File: config.mk
export PLATFORM = sky130hd
export DESIGN_NAME = pulse_signature_device_detector
export DESIGN_NICKNAME = d
export VERILOG_FILES = /design/src/rtl/core/psdd_pkg.sv /design/src/rtl/core/psdd_measure.sv /design/src/rtl/core/psdd_track.sv /design/src/rtl/core/pulse_signature_device_detector.sv
export SDC_FILE = /design/constraint.sdc
export NUM_CORES = 1
export LEC_CHECK = 0
export BUFFER_PORTS_ARGS = -buffer_cell sky130_fd_sc_hd__buf_4
export CORE_MARGIN = 4
export CORE_UTILIZATION = 55
export CTS_BUF_LIST = sky130_fd_sc_hd__clkbuf_8
export CTS_CLUSTER_SIZE = 30
export DETAILED_ROUTE_END_ITERATION = 8
export HOLD_SLACK_MARGIN = 0.05
export PLACE_DENSITY = 0.74
export RECOVER_POWER = 100
export SKIP_LAST_GASP = 1
export SYNTH_ARGS = -nofsm -noshare
export SYNTH_HDL_FRONTEND = slang
export SYNTH_SLANG_ARGS = --single-unit
export TNS_END_PERCENT = 1
File: constraint.sdc
create_clock -name clk -period 11.3 [get_ports clk]
set_input_delay 2.26 -clock clk [delete_from_list [all_inputs] [get_ports clk]]
set_output_delay 2.26 -clock clk [all_outputs]
set_load 0.05 [all_outputs]
File: src/rtl/core/psdd_pkg.sv
// ----------------------------------------------------------------------------
// psdd_pkg
// Shared types and constants of the pulse signature device detector.
// ----------------------------------------------------------------------------
package psdd_pkg;

    localparam int TIME_BITS = 16;
    localparam int IDLE_BITS = 14;
    localparam int RUN_BITS  = 5;
    localparam int CFG_BITS  = 3;
    localparam int DATA_BITS = 16;

    localparam logic [TIME_BITS-1:0] TIME_MASK = {TIME_BITS{1'b1}};
    localparam logic [IDLE_BITS-1:0] IDLE_MAX  = {IDLE_BITS{1'b1}};
    localparam logic [RUN_BITS-1:0]  RUN_MAX   = {RUN_BITS{1'b1}};
    localparam logic [RUN_BITS-1:0]  LOSS_START = RUN_BITS'(10);
    localparam logic [RUN_BITS-1:0]  LOSS_DROP  = RUN_BITS'(5);

    localparam logic [1:0] PH_SEARCH = 2'd0;
    localparam logic [1:0] PH_VALID  = 2'd1;
    localparam logic [1:0] PH_ATTACH = 2'd2;

    localparam logic [1:0] DEV_NONE   = 2'd0;
    localparam logic [1:0] DEV_REMOTE = 2'd1;
    localparam logic [1:0] DEV_PROBE  = 2'd2;

    localparam logic [CFG_BITS-1:0] REG_MIN_HIGH       = 3'd0;
    localparam logic [CFG_BITS-1:0] REG_MIN_PERIOD     = 3'd1;
    localparam logic [CFG_BITS-1:0] REG_REMOTE_LIMIT   = 3'd2;
    localparam logic [CFG_BITS-1:0] REG_PROBE_LOW      = 3'd3;
    localparam logic [CFG_BITS-1:0] REG_PROBE_HIGH     = 3'd4;
    localparam logic [CFG_BITS-1:0] REG_VALIDATE_COUNT = 3'd5;
    localparam logic [CFG_BITS-1:0] REG_VALID_TIMEOUT  = 3'd6;
    localparam logic [CFG_BITS-1:0] REG_ATTACH_TIMEOUT = 3'd7;

    typedef struct packed {
        logic [TIME_BITS-1:0] min_high_time;
        logic [TIME_BITS-1:0] min_period;
        logic [TIME_BITS-1:0] remote_period_limit;
        logic [TIME_BITS-1:0] probe_period_low;
        logic [TIME_BITS-1:0] probe_period_high;
        logic [RUN_BITS-1:0]  validate_count;
        logic [IDLE_BITS-1:0] validating_timeout;
        logic [IDLE_BITS-1:0] attached_timeout;
    } cfg_t;

    typedef struct packed {
        logic [TIME_BITS-1:0] high_time;
        logic [TIME_BITS-1:0] low_time;
        logic [TIME_BITS-1:0] period;
        logic                 noise;
        logic                 search_ok;
        logic [1:0]           period_kind;
    } meas_t;

    typedef struct packed {
        logic [1:0]           attach_phase;
        logic [1:0]           device_kind;
        logic                 measure_valid;
        logic [TIME_BITS-1:0] measured_high;
        logic [TIME_BITS-1:0] measured_low;
        logic [TIME_BITS-1:0] measured_period;
    } result_t;

endpackage

File: src/rtl/core/psdd_measure.sv
// ----------------------------------------------------------------------------
// psdd_measure
// Derives low, high and period from the edge timestamps a, b and c and classifies them.
// ----------------------------------------------------------------------------
module psdd_measure (
    input  logic [psdd_pkg::TIME_BITS-1:0] edge_time_a,
    input  logic [psdd_pkg::TIME_BITS-1:0] edge_time_b,
    input  logic [psdd_pkg::TIME_BITS-1:0] edge_time_c,
    input  psdd_pkg::cfg_t                 cfg,
    output psdd_pkg::meas_t                meas
);

    logic [psdd_pkg::TIME_BITS-1:0] low_raw;
    logic [psdd_pkg::TIME_BITS-1:0] high_raw;
    logic [psdd_pkg::TIME_BITS-1:0] low_time;
    logic [psdd_pkg::TIME_BITS-1:0] high_time;
    logic [psdd_pkg::TIME_BITS-1:0] period;

    // The wrapped difference is folded modulo the all-ones value.
    assign low_raw   = edge_time_b - edge_time_a;
    assign high_raw  = edge_time_c - edge_time_b;
    assign low_time  = (low_raw == psdd_pkg::TIME_MASK) ? '0 : low_raw;
    assign high_time = (high_raw == psdd_pkg::TIME_MASK) ? '0 : high_raw;
    assign period    = high_time + low_time;

    always_comb
    begin
        meas.high_time = high_time;
        meas.low_time  = low_time;
        meas.period    = period;
        meas.noise     = (high_time < cfg.min_high_time) || (period < cfg.min_period);
        meas.search_ok = (high_time > cfg.min_high_time) && (period > cfg.min_period)
                         && (period < cfg.probe_period_high);
        if (period < cfg.remote_period_limit)
        begin
            meas.period_kind = psdd_pkg::DEV_REMOTE;
        end
        else if ((period > cfg.probe_period_low) && (period < cfg.probe_period_high))
        begin
            meas.period_kind = psdd_pkg::DEV_PROBE;
        end
        else
        begin
            meas.period_kind = psdd_pkg::DEV_NONE;
        end
    end

endmodule

File: src/rtl/core/psdd_track.sv
// ----------------------------------------------------------------------------
// psdd_track
// Attach state machine with run, loss and idle counters and measurement holds.
// ----------------------------------------------------------------------------
module psdd_track (
    input  logic              clk,
    input  logic              rst_n,
    input  logic              step,
    input  logic              command,
    input  psdd_pkg::meas_t   meas,
    input  psdd_pkg::cfg_t    cfg,
    output psdd_pkg::result_t result
);

    logic [1:0]                     phase_reg;
    logic [1:0]                     phase_next;
    logic [1:0]                     device_reg;
    logic [1:0]                     device_next;
    logic [1:0]                     prev_device_reg;
    logic [1:0]                     prev_device_next;
    logic [psdd_pkg::RUN_BITS-1:0]  run_reg;
    logic [psdd_pkg::RUN_BITS-1:0]  run_next;
    logic [psdd_pkg::IDLE_BITS-1:0] idle_reg;
    logic [psdd_pkg::IDLE_BITS-1:0] idle_next;
    logic [psdd_pkg::TIME_BITS-1:0] high_hold_reg;
    logic [psdd_pkg::TIME_BITS-1:0] low_hold_reg;
    logic [psdd_pkg::TIME_BITS-1:0] period_hold_reg;
    logic                           load_hold;
    logic [psdd_pkg::RUN_BITS-1:0]  run_kept;
    logic [psdd_pkg::IDLE_BITS-1:0] idle_limit;
    logic [psdd_pkg::IDLE_BITS-1:0] idle_inc;
    logic                           match_ok;

    assign idle_limit = (phase_reg == psdd_pkg::PH_VALID) ? cfg.validating_timeout
                                                           : cfg.attached_timeout;
    assign idle_inc   = (idle_reg < psdd_pkg::IDLE_MAX) ? idle_reg + 1'b1 : idle_reg;
    assign match_ok   = !meas.noise && (meas.period_kind != psdd_pkg::DEV_NONE)
                        && (meas.period_kind == device_reg);

    always_comb
    begin
        phase_next       = phase_reg;
        device_next      = device_reg;
        prev_device_next = prev_device_reg;
        run_next         = run_reg;
        idle_next        = idle_reg;
        load_hold        = 1'b0;
        run_kept         = run_reg;
        case (phase_reg)
            psdd_pkg::PH_VALID:
            begin
                if (command)
                begin
                    idle_next = '0;
                    if (meas.noise)
                    begin
                        prev_device_next = psdd_pkg::DEV_NONE;
                        device_next      = psdd_pkg::DEV_NONE;
                    end
                    else
                    begin
                        prev_device_next = device_reg;
                        device_next      = meas.period_kind;
                    end
                    run_kept = (device_next != prev_device_next) ? '0 : run_reg;
                    if (device_next != psdd_pkg::DEV_NONE)
                    begin
                        if (run_kept >= cfg.validate_count)
                        begin
                            phase_next = psdd_pkg::PH_ATTACH;
                            run_next   = psdd_pkg::LOSS_START;
                        end
                        else if (run_kept < psdd_pkg::RUN_MAX)
                        begin
                            run_next = run_kept + 1'b1;
                        end
                        else
                        begin
                            run_next = run_kept;
                        end
                    end
                    else
                    begin
                        run_next   = '0;
                        phase_next = psdd_pkg::PH_SEARCH;
                    end
                end
                else
                begin
                    if (idle_reg >= idle_limit)
                    begin
                        phase_next = psdd_pkg::PH_SEARCH;
                    end
                    idle_next = idle_inc;
                end
            end
            psdd_pkg::PH_ATTACH:
            begin
                if (command)
                begin
                    idle_next = '0;
                    if (match_ok)
                    begin
                        load_hold = 1'b1;
                        run_kept  = psdd_pkg::LOSS_START;
                    end
                    else if (run_reg != '0)
                    begin
                        run_kept = run_reg - 1'b1;
                    end
                    run_next = run_kept;
                    if (run_kept <= psdd_pkg::LOSS_DROP)
                    begin
                        phase_next = psdd_pkg::PH_SEARCH;
                    end
                end
                else
                begin
                    if (idle_reg >= idle_limit)
                    begin
                        phase_next = psdd_pkg::PH_SEARCH;
                    end
                    idle_next = idle_inc;
                end
            end
            default:
            begin
                device_next = psdd_pkg::DEV_NONE;
                run_next    = '0;
                idle_next   = '0;
                phase_next  = (command && meas.search_ok) ? psdd_pkg::PH_VALID
                                                          : psdd_pkg::PH_SEARCH;
            end
        endcase
    end

    always_ff @(posedge clk or negedge rst_n)
    begin
        if (!rst_n)
        begin
            phase_reg       <= psdd_pkg::PH_SEARCH;
            device_reg      <= psdd_pkg::DEV_NONE;
            prev_device_reg <= psdd_pkg::DEV_NONE;
            run_reg         <= '0;
            idle_reg        <= '0;
            high_hold_reg   <= '0;
            low_hold_reg    <= '0;
            period_hold_reg <= '0;
        end
        else if (step)
        begin
            phase_reg       <= phase_next;
            device_reg      <= device_next;
            prev_device_reg <= prev_device_next;
            run_reg         <= run_next;
            idle_reg        <= idle_next;
            if (load_hold)
            begin
                high_hold_reg   <= meas.high_time;
                low_hold_reg    <= meas.low_time;
                period_hold_reg <= meas.period;
            end
        end
    end

    always_comb
    begin
        result.attach_phase    = phase_next;
        result.device_kind     = device_next;
        result.measure_valid   = load_hold;
        result.measured_high   = load_hold ? meas.high_time : high_hold_reg;
        result.measured_low    = load_hold ? meas.low_time : low_hold_reg;
        result.measured_period = load_hold ? meas.period : period_hold_reg;
    end

endmodule

File: src/rtl/core/pulse_signature_device_detector.sv
// ----------------------------------------------------------------------------
// pulse_signature_device_detector
// Classifies a socket accessory from pulse edge timestamps and idle ticks.
// ----------------------------------------------------------------------------
// Each item passes through an input register and a result register.
// Throughput: one item per cycle while m_tready does not stall the output;
// the attach state updates once per item.
// Reset clears the state machine, counters, holds and both valid flags, and
// loads the configuration registers with their default values.
module pulse_signature_device_detector (
    input  logic        clk,
    input  logic        rst_n,
    input  logic        s_tvalid,
    output logic        s_tready,
    input  logic [47:0] s_tdata,  // edge_time_a, edge_time_b, edge_time_c
    input  logic        s_tuser,  // command
    output logic        m_tvalid,
    input  logic        m_tready,
    output logic [55:0] m_tdata,  // attach_phase, measured_high, measured_low,
                                  // measured_period, zero fill
    output logic [2:0]  m_tuser,  // device_kind, measure_valid
    input  logic        cfg_wr_en,
    input  logic [psdd_pkg::CFG_BITS-1:0]  cfg_wr_index,
    input  logic [psdd_pkg::DATA_BITS-1:0] cfg_wr_data
);

    psdd_pkg::cfg_t    cfg_reg;
    psdd_pkg::meas_t   meas;
    psdd_pkg::result_t result;
    psdd_pkg::result_t out_reg;
    logic              in_valid_reg;
    logic              in_cmd_reg;
    logic [47:0]       in_data_reg;
    logic              out_valid_reg;
    logic              out_free;
    logic              step;

    assign out_free = !out_valid_reg || m_tready;
    assign step     = in_valid_reg && out_free;
    assign s_tready = !in_valid_reg || out_free;

    always_ff @(posedge clk or negedge rst_n)
    begin
        if (!rst_n)
        begin
            cfg_reg.min_high_time       <= 16'd100;
            cfg_reg.min_period          <= 16'd250;
            cfg_reg.remote_period_limit <= 16'd1000;
            cfg_reg.probe_period_low    <= 16'd3000;
            cfg_reg.probe_period_high   <= 16'd20000;
            cfg_reg.validate_count      <= 5'd20;
            cfg_reg.validating_timeout  <= 14'd10000;
            cfg_reg.attached_timeout    <= 14'd100;
        end
        else if (cfg_wr_en)
        begin
            case (cfg_wr_index)
                psdd_pkg::REG_MIN_HIGH:       cfg_reg.min_high_time <= cfg_wr_data;
                psdd_pkg::REG_MIN_PERIOD:     cfg_reg.min_period <= cfg_wr_data;
                psdd_pkg::REG_REMOTE_LIMIT:   cfg_reg.remote_period_limit <= cfg_wr_data;
                psdd_pkg::REG_PROBE_LOW:      cfg_reg.probe_period_low <= cfg_wr_data;
                psdd_pkg::REG_PROBE_HIGH:     cfg_reg.probe_period_high <= cfg_wr_data;
                psdd_pkg::REG_VALIDATE_COUNT:
                    cfg_reg.validate_count <= cfg_wr_data[psdd_pkg::RUN_BITS-1:0];
                psdd_pkg::REG_VALID_TIMEOUT:
                    cfg_reg.validating_timeout <= cfg_wr_data[psdd_pkg::IDLE_BITS-1:0];
                psdd_pkg::REG_ATTACH_TIMEOUT:
                    cfg_reg.attached_timeout <= cfg_wr_data[psdd_pkg::IDLE_BITS-1:0];
                default:
                begin
                end
            endcase
        end
    end

    always_ff @(posedge clk or negedge rst_n)
    begin
        if (!rst_n)
        begin
            in_valid_reg  <= 1'b0;
            out_valid_reg <= 1'b0;
        end
        else
        begin
            if (s_tready)
            begin
                in_valid_reg <= s_tvalid;
            end
            if (out_free)
            begin
                out_valid_reg <= in_valid_reg;
            end
        end
    end

    always_ff @(posedge clk)
    begin
        if (s_tready && s_tvalid)
        begin
            in_cmd_reg  <= s_tuser;
            in_data_reg <= s_tdata;
        end
        if (step)
        begin
            out_reg <= result;
        end
    end

    psdd_measure u_measure (
        .edge_time_a (in_data_reg[15:0]),
        .edge_time_b (in_data_reg[31:16]),
        .edge_time_c (in_data_reg[47:32]),
        .cfg         (cfg_reg),
        .meas        (meas)
    );

    psdd_track u_track (
        .clk     (clk),
        .rst_n   (rst_n),
        .step    (step),
        .command (in_cmd_reg),
        .meas    (meas),
        .cfg     (cfg_reg),
        .result  (result)
    );

    assign m_tvalid = out_valid_reg;
    assign m_tdata  = {6'd0, out_reg.measured_period, out_reg.measured_low,
                       out_reg.measured_high, out_reg.attach_phase};
    assign m_tuser  = {out_reg.measure_valid, out_reg.device_kind};

endmodule

Yosys cells after proc, flatten, opt, wreduce, memory -nomap -nowiden
Index checks and enable logic that the tools add are counted.
{ "totals": {"out_inout_bits": 61, "input_bits": 73, "ff_bits": 288, "wordCells": 129} }
{ "op_classes": {"addsub": 6, "eq_ne": 16, "reduce_logical": 29, "magnitude_cmp": 12, "mux": 41} }
{ "ops": {"columns": ["op", "n"], "rows": [
  ["$mux 16", 5],
  ["$lt 16x16->1", 4],
  ["$mux 14", 4],
  ["$mux 5", 10],
  ["$gt 16x16->1", 3],
  ["$eq 16x16->1 const B", 2],
  ["$sub 16x16->16", 2],
  ["$mux 2", 15],
  ["$reduce_and 2->1", 9],
  ["$add 16x16->16", 1],
  ["$add 14x1->14 const B", 1],
  ["$ge 14x14->1", 1],
  ["$lt 14x14->1 const B", 1],
  ["$eq 3x3->1 const B", 4],
  ["$pmux 5 s2", 1],
  ["$logic_and 1x1->1", 8],
  ["$pmux 2 s2", 2],
  ["$eq 3x2->1 const B", 2],
  ["$add 5x1->5 const B", 1],
  ["$ge 5x5->1", 1],
  ["$le 5x3->1 const B", 1],
  ["$lt 5x5->1 const B", 1],
  ["$reduce_bool 5->1", 1],
  ["$sub 5x1->5 const B", 1],
  ["14 further kinds", 23]
]} }

Depth between registers and ports, before layout
Gate-level depths: netlist (run 1).
{ "depth": {"ltp_word": 19, "mapped_depth": 43, "ltp_nobuf": 42} }

Hierarchy
A second synthesis (run 1) with hierarchy kept.
{ "unflattened": {"hier_cells": 1469, "area_unflattened_um2": 17222.8} }
{ "by_module_without_submodules": {"columns": ["mod", "cells_each", "seq_area_each_um2", "area_per_inst_um2", "n_inst"], "rows": [
  ["pulse_signature_device_detector", 363, 5987.0, 7661.1, 1],
  ["psdd_measure", 690, 0.0, 4885.9, 1],
  ["psdd_track", 416, 1776.7, 4675.7, 1]
]} }

Worst setup path before layout (run 1)
OpenSTA, ideal clock, no wires.
{ "synth_timing": {"path_type": "reg-to-reg", "start": "register in_data_reg[16]", "end": "register u_track.phase_reg[1]", "n_path_buf": 0, "period_less_slack_ns": 8.956, "path_stages_with_launch": 39, "setup_ns": 0.125, "required_time_ns": 11.175, "slack_ns": 2.344, "t_arrival_ns": 8.832, "cell_sequence": "edfxtp_1 -> ha_1 -> fa_1 -> xor2_1 -> or4_1 -> nor3_1 -> nand4_1 -> or4_1 -> nor3_1 -> nor2_1 -> ha_1 -> fa_1 -> a21oi_1 -> o21bai_1 -> and3_1 -> a32oi_1 -> nand4_1 -> a21oi_1 -> [... 3 more ...] -> a221o_1 -> a2111oi_0 -> a22o_1 -> a311oi_2 -> xnor2_1 -> a21oi_1 -> nand3_1 -> nand2_1 -> ha_1 -> nand2b_1 -> a21oi_1 -> o21bai_1 -> maj3_1 -> a21oi_1 -> a41oi_1 -> o21ai_0 -> a311oi_1 -> mux2_2"} }
{ "synth_lines": {"columns": ["item", "line", "text"], "rows": [
  ["from (decl)", "pulse_signature_device_detector.sv:33", "logic [47:0] in_data_reg;"],
  ["from (signal assigned)", "pulse_signature_device_detector.sv:101", "in_data_reg <= s_tdata;"],
  ["to (signal assigned)", "psdd_track.sv:141", "phase_reg <= psdd_pkg::PH_SEARCH;"],
  ["to (signal assigned)", "psdd_track.sv:152", "phase_reg <= phase_next;"],
  ["to (decl)", "psdd_track.sv:15", "logic [1:0] phase_reg;"]
]} }

==> flow_summary_export.csv, run 1 <==
group,metric,value,unit
floorplan,dieArea,33800,um^2
finish,n_antenna_cell,0,
hold_path,worstHoldStart,"u_track.high_hold_reg[11]$_DFFE_PN0P_",
cts,path_clk_slew,0.06,ns
pwr,ir_drop,0.105,mV
cts,root_buffer,"clkbuf_8",
pwr,pwr_density_cell,200,nW/um^2
cts,post_cts_buffers,0,
run_status,violations,"capacitance limit, slew limit",
finish,synthToLayoutAreaGrowth,12.2,%
drt,drt_wl_total,42000,um
hold_path,holdPathStages,2,
timing,final_max_slew_viol_count,212,
timing,fin_hold_ws,0.467,ns
drt,avgRoutedWirePerCell,19.0,um
drt,met3_length,2610,um
pwr,p_leak,8.65,nW
timing,tightest_slew,4.46,ns
drt,drcViolationCount,0,
finish,layout-drive-gt1-share,16.9,%
critical_path,reg2regPathDepth,41,
cts,htree_levels,2,
finish,multiInputGateArea,8380,um^2
floorplan,floorplan.initialDensity,55.7,%
critical_path,max_stage_delay,0.50,ns
floorplan,num_rows,64,
yosys,synth_area_per_cell,10.4,um^2
timing,max-slew-margin-rel,-197,%
yosys,synth_warnings,0,
hold_path,min_path_type,"reg -> reg",
drt,dr.pass1.iters,5,
drt,wl_met2,18800,um
finish,mostFrequentLayoutCells,"nand2_1 (197), inv_1 (153), dfrtp_1 (149)",
grt,grt_antenna_before_repair,0,
pwr,power_frac_seq,33.3,%
critical_path,cp_slowest_cell,"and4b_1",
timing,period_needed,10.51,ns
critical_path,cp-end-kind,"flop",
critical_path,reg2reg_from,"in_data_reg[16]$_DFFE_PP_",
timing,rsz0062_at_grt,"false",
grt,grt_pass1_vias,12400,
floorplan,ioPinCount,134,
pwr,power.switching,1.43,mW
drt,via_per_inst,5.84,
cts,cts_tree,"done",
grt,grt_max_degree,86,
grt,grtUsageTotal,25.0,%
critical_path,rrSetupSlack,0.79,ns
timing,fmaxAchievable,95.2,MHz
yosys,synthesis.area,17000,um^2
cts,cts_buffer_depth,3,
timing,tns,0,ns
drt,num_vias,12900,
finish,final_nets,2000,
yosys,netlist_instances,1640,
timing,final-setup-viol-count,0,
timing,fin_crit_sh,93.0,%
yosys,yosys_most_used_dff,"dfrtp_1",
critical_path,path_class,"reg -> reg",
cts,clk_latency,0.60,ns
critical_path,start_kind,"flop",
pwr,p_clk_share,26.7,%
drt,top_layer,"met4",
yosys,ys_seq_area_share,45.7,%
timing,finClkSkew,0.0365,ns
finish,fill_cells,2514,
critical_path,critPathArrivalTime,10.97,ns
finish,regArea,7760,um^2
hold_path,hold_end,"u_track.high_hold_reg[11]$_DFFE_PN0P_",
cts,ctsHoldBuffers,0,
critical_path,critPathRequiredTime,11.76,ns
pwr,switching_share,37.4,%
placed_design,gp_congestion,0.905,
yosys,ys_async_sr_fraction,64.6,%
floorplan,core,30500,um^2
critical_path,critPathMaxFanout,7,
floorplan,die_w,184,um
critical_path,timing.rr.end,"u_track.phase_reg[1]$_DFFE_PN0P_",
cts,numCtsBuffers,49,
floorplan,die_h,184,um
cts,cts_sinks,288,
grt,grt_first_pass_wirelength,67500,um
grt,grt-ovfl-total,0,
yosys,synthDistinctLibCells,84,
finish,final_common_cell,"nand2_1",
placed_design,numPortBuffers,127,
yosys,postSynthRegisterBits,288,
drt,first_iter_violations,1086,
placed_design,hpwl,30800,um
timing,hold_violations,0,
yosys,synth_edf_count,102,
finish,largest_reg_flops,113,
pwr,p_int,2.39,mW
drt,met1_length,19600,um
drt,antenna_left,0,
run_status,status,"complete, but fails checks",
job,maxCapViolations,5,
pwr,combinationalPowerShare,40.0,%
## timing repair
| item | CTS | global route |
|---|---|---|
| hold endpoints to repair | 0 | 0 |
| endpoints found under the setup margin | 0 | 9 |
| resized for setup | 0 | 1 |
## worst max path at each step
| stage | from | cells after the start | to | slack, ns |
|---|---|---|---|---|
| finish | in_data_reg[16]$_DFFE_PP_ | 41 | u_track.phase_reg[1]$_DFFE_PN0P_ | 0.79 |
| global route | in_data_reg[16]$_DFFE_PP_ | 41 | u_track.phase_reg[1]$_DFFE_PN0P_ | 0.02 |
| CTS | in_data_reg[16]$_DFFE_PP_ | 39 | u_track.phase_reg[1]$_DFFE_PN0P_ | 0.76 |
| detailed placement | in_data_reg[16]$_DFFE_PP_ | 39 | u_track.run_reg[1]$_DFFE_PN0P_ | 0.80 |
| global placement | in_data_reg[16]$_DFFE_PP_ | 39 | u_track.phase_reg[1]$_DFFE_PN0P_ | 1.12 |
| floorplan | in_data_reg[16]$_DFFE_PP_ | 38 | u_track.phase_reg[1]$_DFFE_PN0P_ | 2.34 |
## cells by family after synthesis
group | share of synthesized area (%)
compound gates | 13.3
xor+xnor | 2.06
fa+ha+maj | 11.2
buf+inv | 4.87
flops | 45.7
mux | 9.56
other cells | 0.0221
simple gates | 13.3
## power groups by stage
stage | combinational, mW | clock (mW) | sequential (mW)
CTS | 1.54 | 1.04 | 1.27
detailed placement | 1.52 | 0 | 1.29
global placement | 1.47 | 0 | 1.29
global route | 1.71 | 1.09 | 1.29
finish | 1.53 | 1.02 | 1.27
floorplan | 1.05 | 0 | 1.32
## metal layers
layer / track usage [%] / up-vias
met5: 0 / -
met4: 6.21 / 0
met3: 3.82 / 73
met2: 38.0 / 433
met1: 37.8 / 6300
li1: - / 6124
## stage by stage
step	std cells	util, %	setup WS [ns]	cell area (um^2)	total power [mW]
2_1_floorplan	1645	-	2.34	17000	2.37
3_5_place_dp	2123	60.0	0.805	18300	2.81
6_report	2214	62.5	0.794	19100	3.82
3_3_place_gp	2123	60.0	1.12	18300	2.76
4_1_cts	2214	63.6	0.764	19400	3.85
5_1_grt	2214	62.5	0.0195	19100	4.09
## cells in the mapped netlist, drive strengths merged (18+ instances only)
cell type | count | area, um^2
clkbuf | 37 | 139
nand4 | 23 | 144
dfstp | 37 | 972
dfrtp | 149 | 3730
a21oi | 72 | 372
mux2 | 123 | 1430
edfxtp | 102 | 3060
nand2 | 197 | 739
xnor2 | 22 | 193
inv | 144 | 543
nand2b | 20 | 125
mux2i | 19 | 190
nor2 | 85 | 319
a21o | 41 | 309
nor3 | 28 | 151
buf | 21 | 141
o21ai | 114 | 571
nand3 | 26 | 143
ha | 146 | 1830
xor2 | 18 | 158
## critical path: cells and delay by family (launching register included)
kind / cells / cell delay [ns]
multiplexers: 1 / 0.30
adder cells (fa/ha/maj): 6 / 1.86
buffers and inverters: 2 / 0.14
AO/OA/AOI/OAI: 17 / 4.20
AND/OR/NAND/NOR: 13 / 2.86
XOR/XNOR: 2 / 0.62
flip-flops: 1 / 0.38
## final cells by class
type,instances,area share (%)
timing repair buffer,140,4.20
sequential,288,40.7
clock inverter,30,1.31
tap,396,2.60
clock buffer,61,4.40
inverter,145,2.86
multi-input combinational,1154,43.9
Power figures use the tool's default switching activity.
==> run 2: changes to the inputs <==
Settings changed: CORE_MARGIN 4 to 2, TNS_END_PERCENT 1 to not set.
==> run 2 against run 1 <==
  * Wire length down 1.4%
  * Via count is 0.92% lower
  * Register-to-register slack worse by 0.05 ns
  * Sequential share of layout area grew 0.17 points
  * Critical endpoint is now u_track.low_hold_reg[6]$_DFFE_PN0P_
  * The flow still finishes with violations (capacitance limit, slew limit)
  * First-iteration DRC count is 15% lower
  * Critical path depth is 9 lower
  * Global-route usage grew 0.50 points
  * Clock skew down 0.016 ns
  * Utilization down 0.26 points
  * Die area down 4.3%
==> flow_summary_export.csv, run 2 (synthesized netlist as in run 1, its figures left out) <==
group,metric,value,unit
timing,fmaxAchievable,94.7,MHz
finish,final_common_cell,"nand2_1",
pwr,switching_share,38.0,%
cts,htree_levels,2,
floorplan,ioPinCount,134,
drt,first_iter_violations,928,
finish,mostFrequentLayoutCells,"nand2_1 (197), inv_1 (157), dfrtp_1 (149)",
pwr,p_int,2.33,mW
cts,ctsHoldBuffers,0,
timing,tns,0,ns
cts,root_buffer,"clkbuf_8",
timing,final-setup-viol-count,0,
critical_path,cp-end-kind,"flop",
pwr,p_leak,8.63,nW
drt,drcViolationCount,0,
critical_path,critPathRequiredTime,11.75,ns
critical_path,cp_slowest_cell,"inv_2",
finish,synthToLayoutAreaGrowth,11.7,%
timing,period_needed,10.55,ns
drt,dr.pass1.iters,5,
finish,layout-drive-gt1-share,16.5,%
grt,grtUsageTotal,25.5,%
job,maxCapViolations,6,
timing,hold_violations,0,
cts,ctsResizeCount,0,
timing,tightest_slew,4.31,ns
placed_design,numPortBuffers,127,
grt,grt_antenna_before_repair,0,
hold_path,min_path_type,"reg -> reg",
drt,antenna_left,0,
critical_path,critPathMaxFanout,50,
critical_path,max_stage_delay,0.94,ns
floorplan,core,30500,um^2
floorplan,dieArea,32300,um^2
finish,final_nets,2002,
drt,via_per_inst,5.78,
pwr,combinationalPowerShare,40.7,%
pwr,ir_drop,0.104,mV
timing,finClkSkew,0.0202,ns
run_status,violations,"capacitance limit, slew limit",
finish,largest_reg_flops,113,
run_status,status,"complete, but fails checks",
floorplan,floorplan.initialDensity,55.7,%
critical_path,rrSetupSlack,0.75,ns
placed_design,hpwl,30200,um
critical_path,path_class,"reg -> reg",
cts,post_cts_buffers,0,
grt,grt_pass1_vias,12600,
cts,cts_tree,"done",
grt,grt-ovfl-total,0,
drt,num_vias,12800,
cts,numCtsBuffers,50,
critical_path,start_kind,"flop",
cts,clk_latency,0.58,ns
grt,grt_max_degree,81,
timing,final_max_slew_viol_count,308,
floorplan,num_rows,64,
cts,path_clk_slew,0.06,ns
floorplan,die_w,180,um
grt,grt_first_pass_wirelength,66600,um
floorplan,die_h,180,um
finish,postLayoutCoreUtil,62.2,%
pwr,power_frac_seq,33.8,%
finish,n_antenna_cell,0,
critical_path,critPathArrivalTime,11.00,ns
pwr,pwr_density_cell,198,nW/um^2
drt,drt_wl_total,41400,um
timing,fin_crit_sh,93.4,%
pwr,p_clk_share,25.5,%
placed_design,gp_congestion,0.875,
drt,avgRoutedWirePerCell,18.7,um
cts,cts_buffer_depth,3,
pwr,power.switching,1.43,mW
timing,max-slew-margin-rel,-187,%
timing,rsz0062_at_grt,"false",
cts,cts_sinks,288,
## run 2: changes by cell type in the layout (fill, tap and decap cells not counted), moves of 2 or more
cell | previous run | this run
clkbuf_8 | 61 | 58
bufinv_16 | 4 | 2
nor3_2 | 2 | 0
clkinv_1 | 1 | 5
inv_1 | 153 | 157
nor3_1 | 26 | 28
## run 2: critical path, delay by kind of cell (launching register included)
| family | cells | cell delay (ns) |
|---|---|---|
| multiplexers | 2 | 0.76 |
| AO/OA/AOI/OAI | 9 | 2.61 |
| XOR/XNOR | 2 | 0.59 |
| buffers and inverters | 2 | 1.15 |
| AND/OR/NAND/NOR | 13 | 3.63 |
| adder cells (fa/ha/maj) | 4 | 1.23 |
| flip-flops | 1 | 0.42 |
## run 2: final timing paths
path / startpoint / to / depth (start not counted)
setup reg to reg: in_data_reg[16]$_DFFE_PP_ / u_track.low_hold_reg[6]$_DFFE_PN0P_ / 32
setup / recovery: in_data_reg[16]$_DFFE_PP_ / u_track.low_hold_reg[6]$_DFFE_PN0P_ / 32
hold reg to reg: u_track.high_hold_reg[1]$_DFFE_PN0P_ / u_track.high_hold_reg[1]$_DFFE_PN0P_ / 2
hold / removal: u_track.high_hold_reg[1]$_DFFE_PN0P_ / u_track.high_hold_reg[1]$_DFFE_PN0P_ / 2
min in group asynchronous: rst_n / cfg_reg[28]$_DFFE_PN0P_ / 1
max in group asynchronous: rst_n / cfg_reg[50]$_DFFE_PN0P_ / 3
## run 2: cell type report
class	count	area, um^2
Tap cell	396	495
Clock inverter	36	221
Fill cell	2522	11500
Multi-Input combinational cell	1154	8360
Clock buffer	58	798
Timing Repair Buffer	141	808
Inverter	145	546
Sequential cell	288	7760
## run 2: metal layers
metal,global-route usage [%],up-vias,routed length [um]
li1,-,6144,-
met1,37.1,6214,19700
met2,39.4,391,18500
met3,4.13,62,2410
met4,7.28,0,774
met5,0,-,0
## run 2: stage by stage
| stage | total power, mW | worst slack (ns) | hold slack [ns] | area, um^2 | std cells |
|---|---|---|---|---|---|
| floorplan | 2.37 | 2.34 | 0.442 | 17000 | 1645 |
| global placement | 2.77 | 1.31 | 0.453 | 18300 | 2124 |
| detailed placement | 2.81 | 1.12 | 0.459 | 18300 | 2124 |
| CTS | 3.79 | 1.09 | 0.473 | 19300 | 2218 |
| global route | 4.03 | 0.140 | 0.486 | 19000 | 2218 |
| finish | 3.76 | 0.745 | 0.466 | 19000 | 2218 |
## run 2: power groups by stage
stage | clock network (mW) | registers (mW) | logic, mW
final | 0.960 | 1.27 | 1.53
after global routing | 1.03 | 1.29 | 1.71
after detailed placement | 0 | 1.29 | 1.52
after floorplan | 0 | 1.32 | 1.05
after CTS | 0.978 | 1.27 | 1.54
after global placement | 0 | 1.29 | 1.48
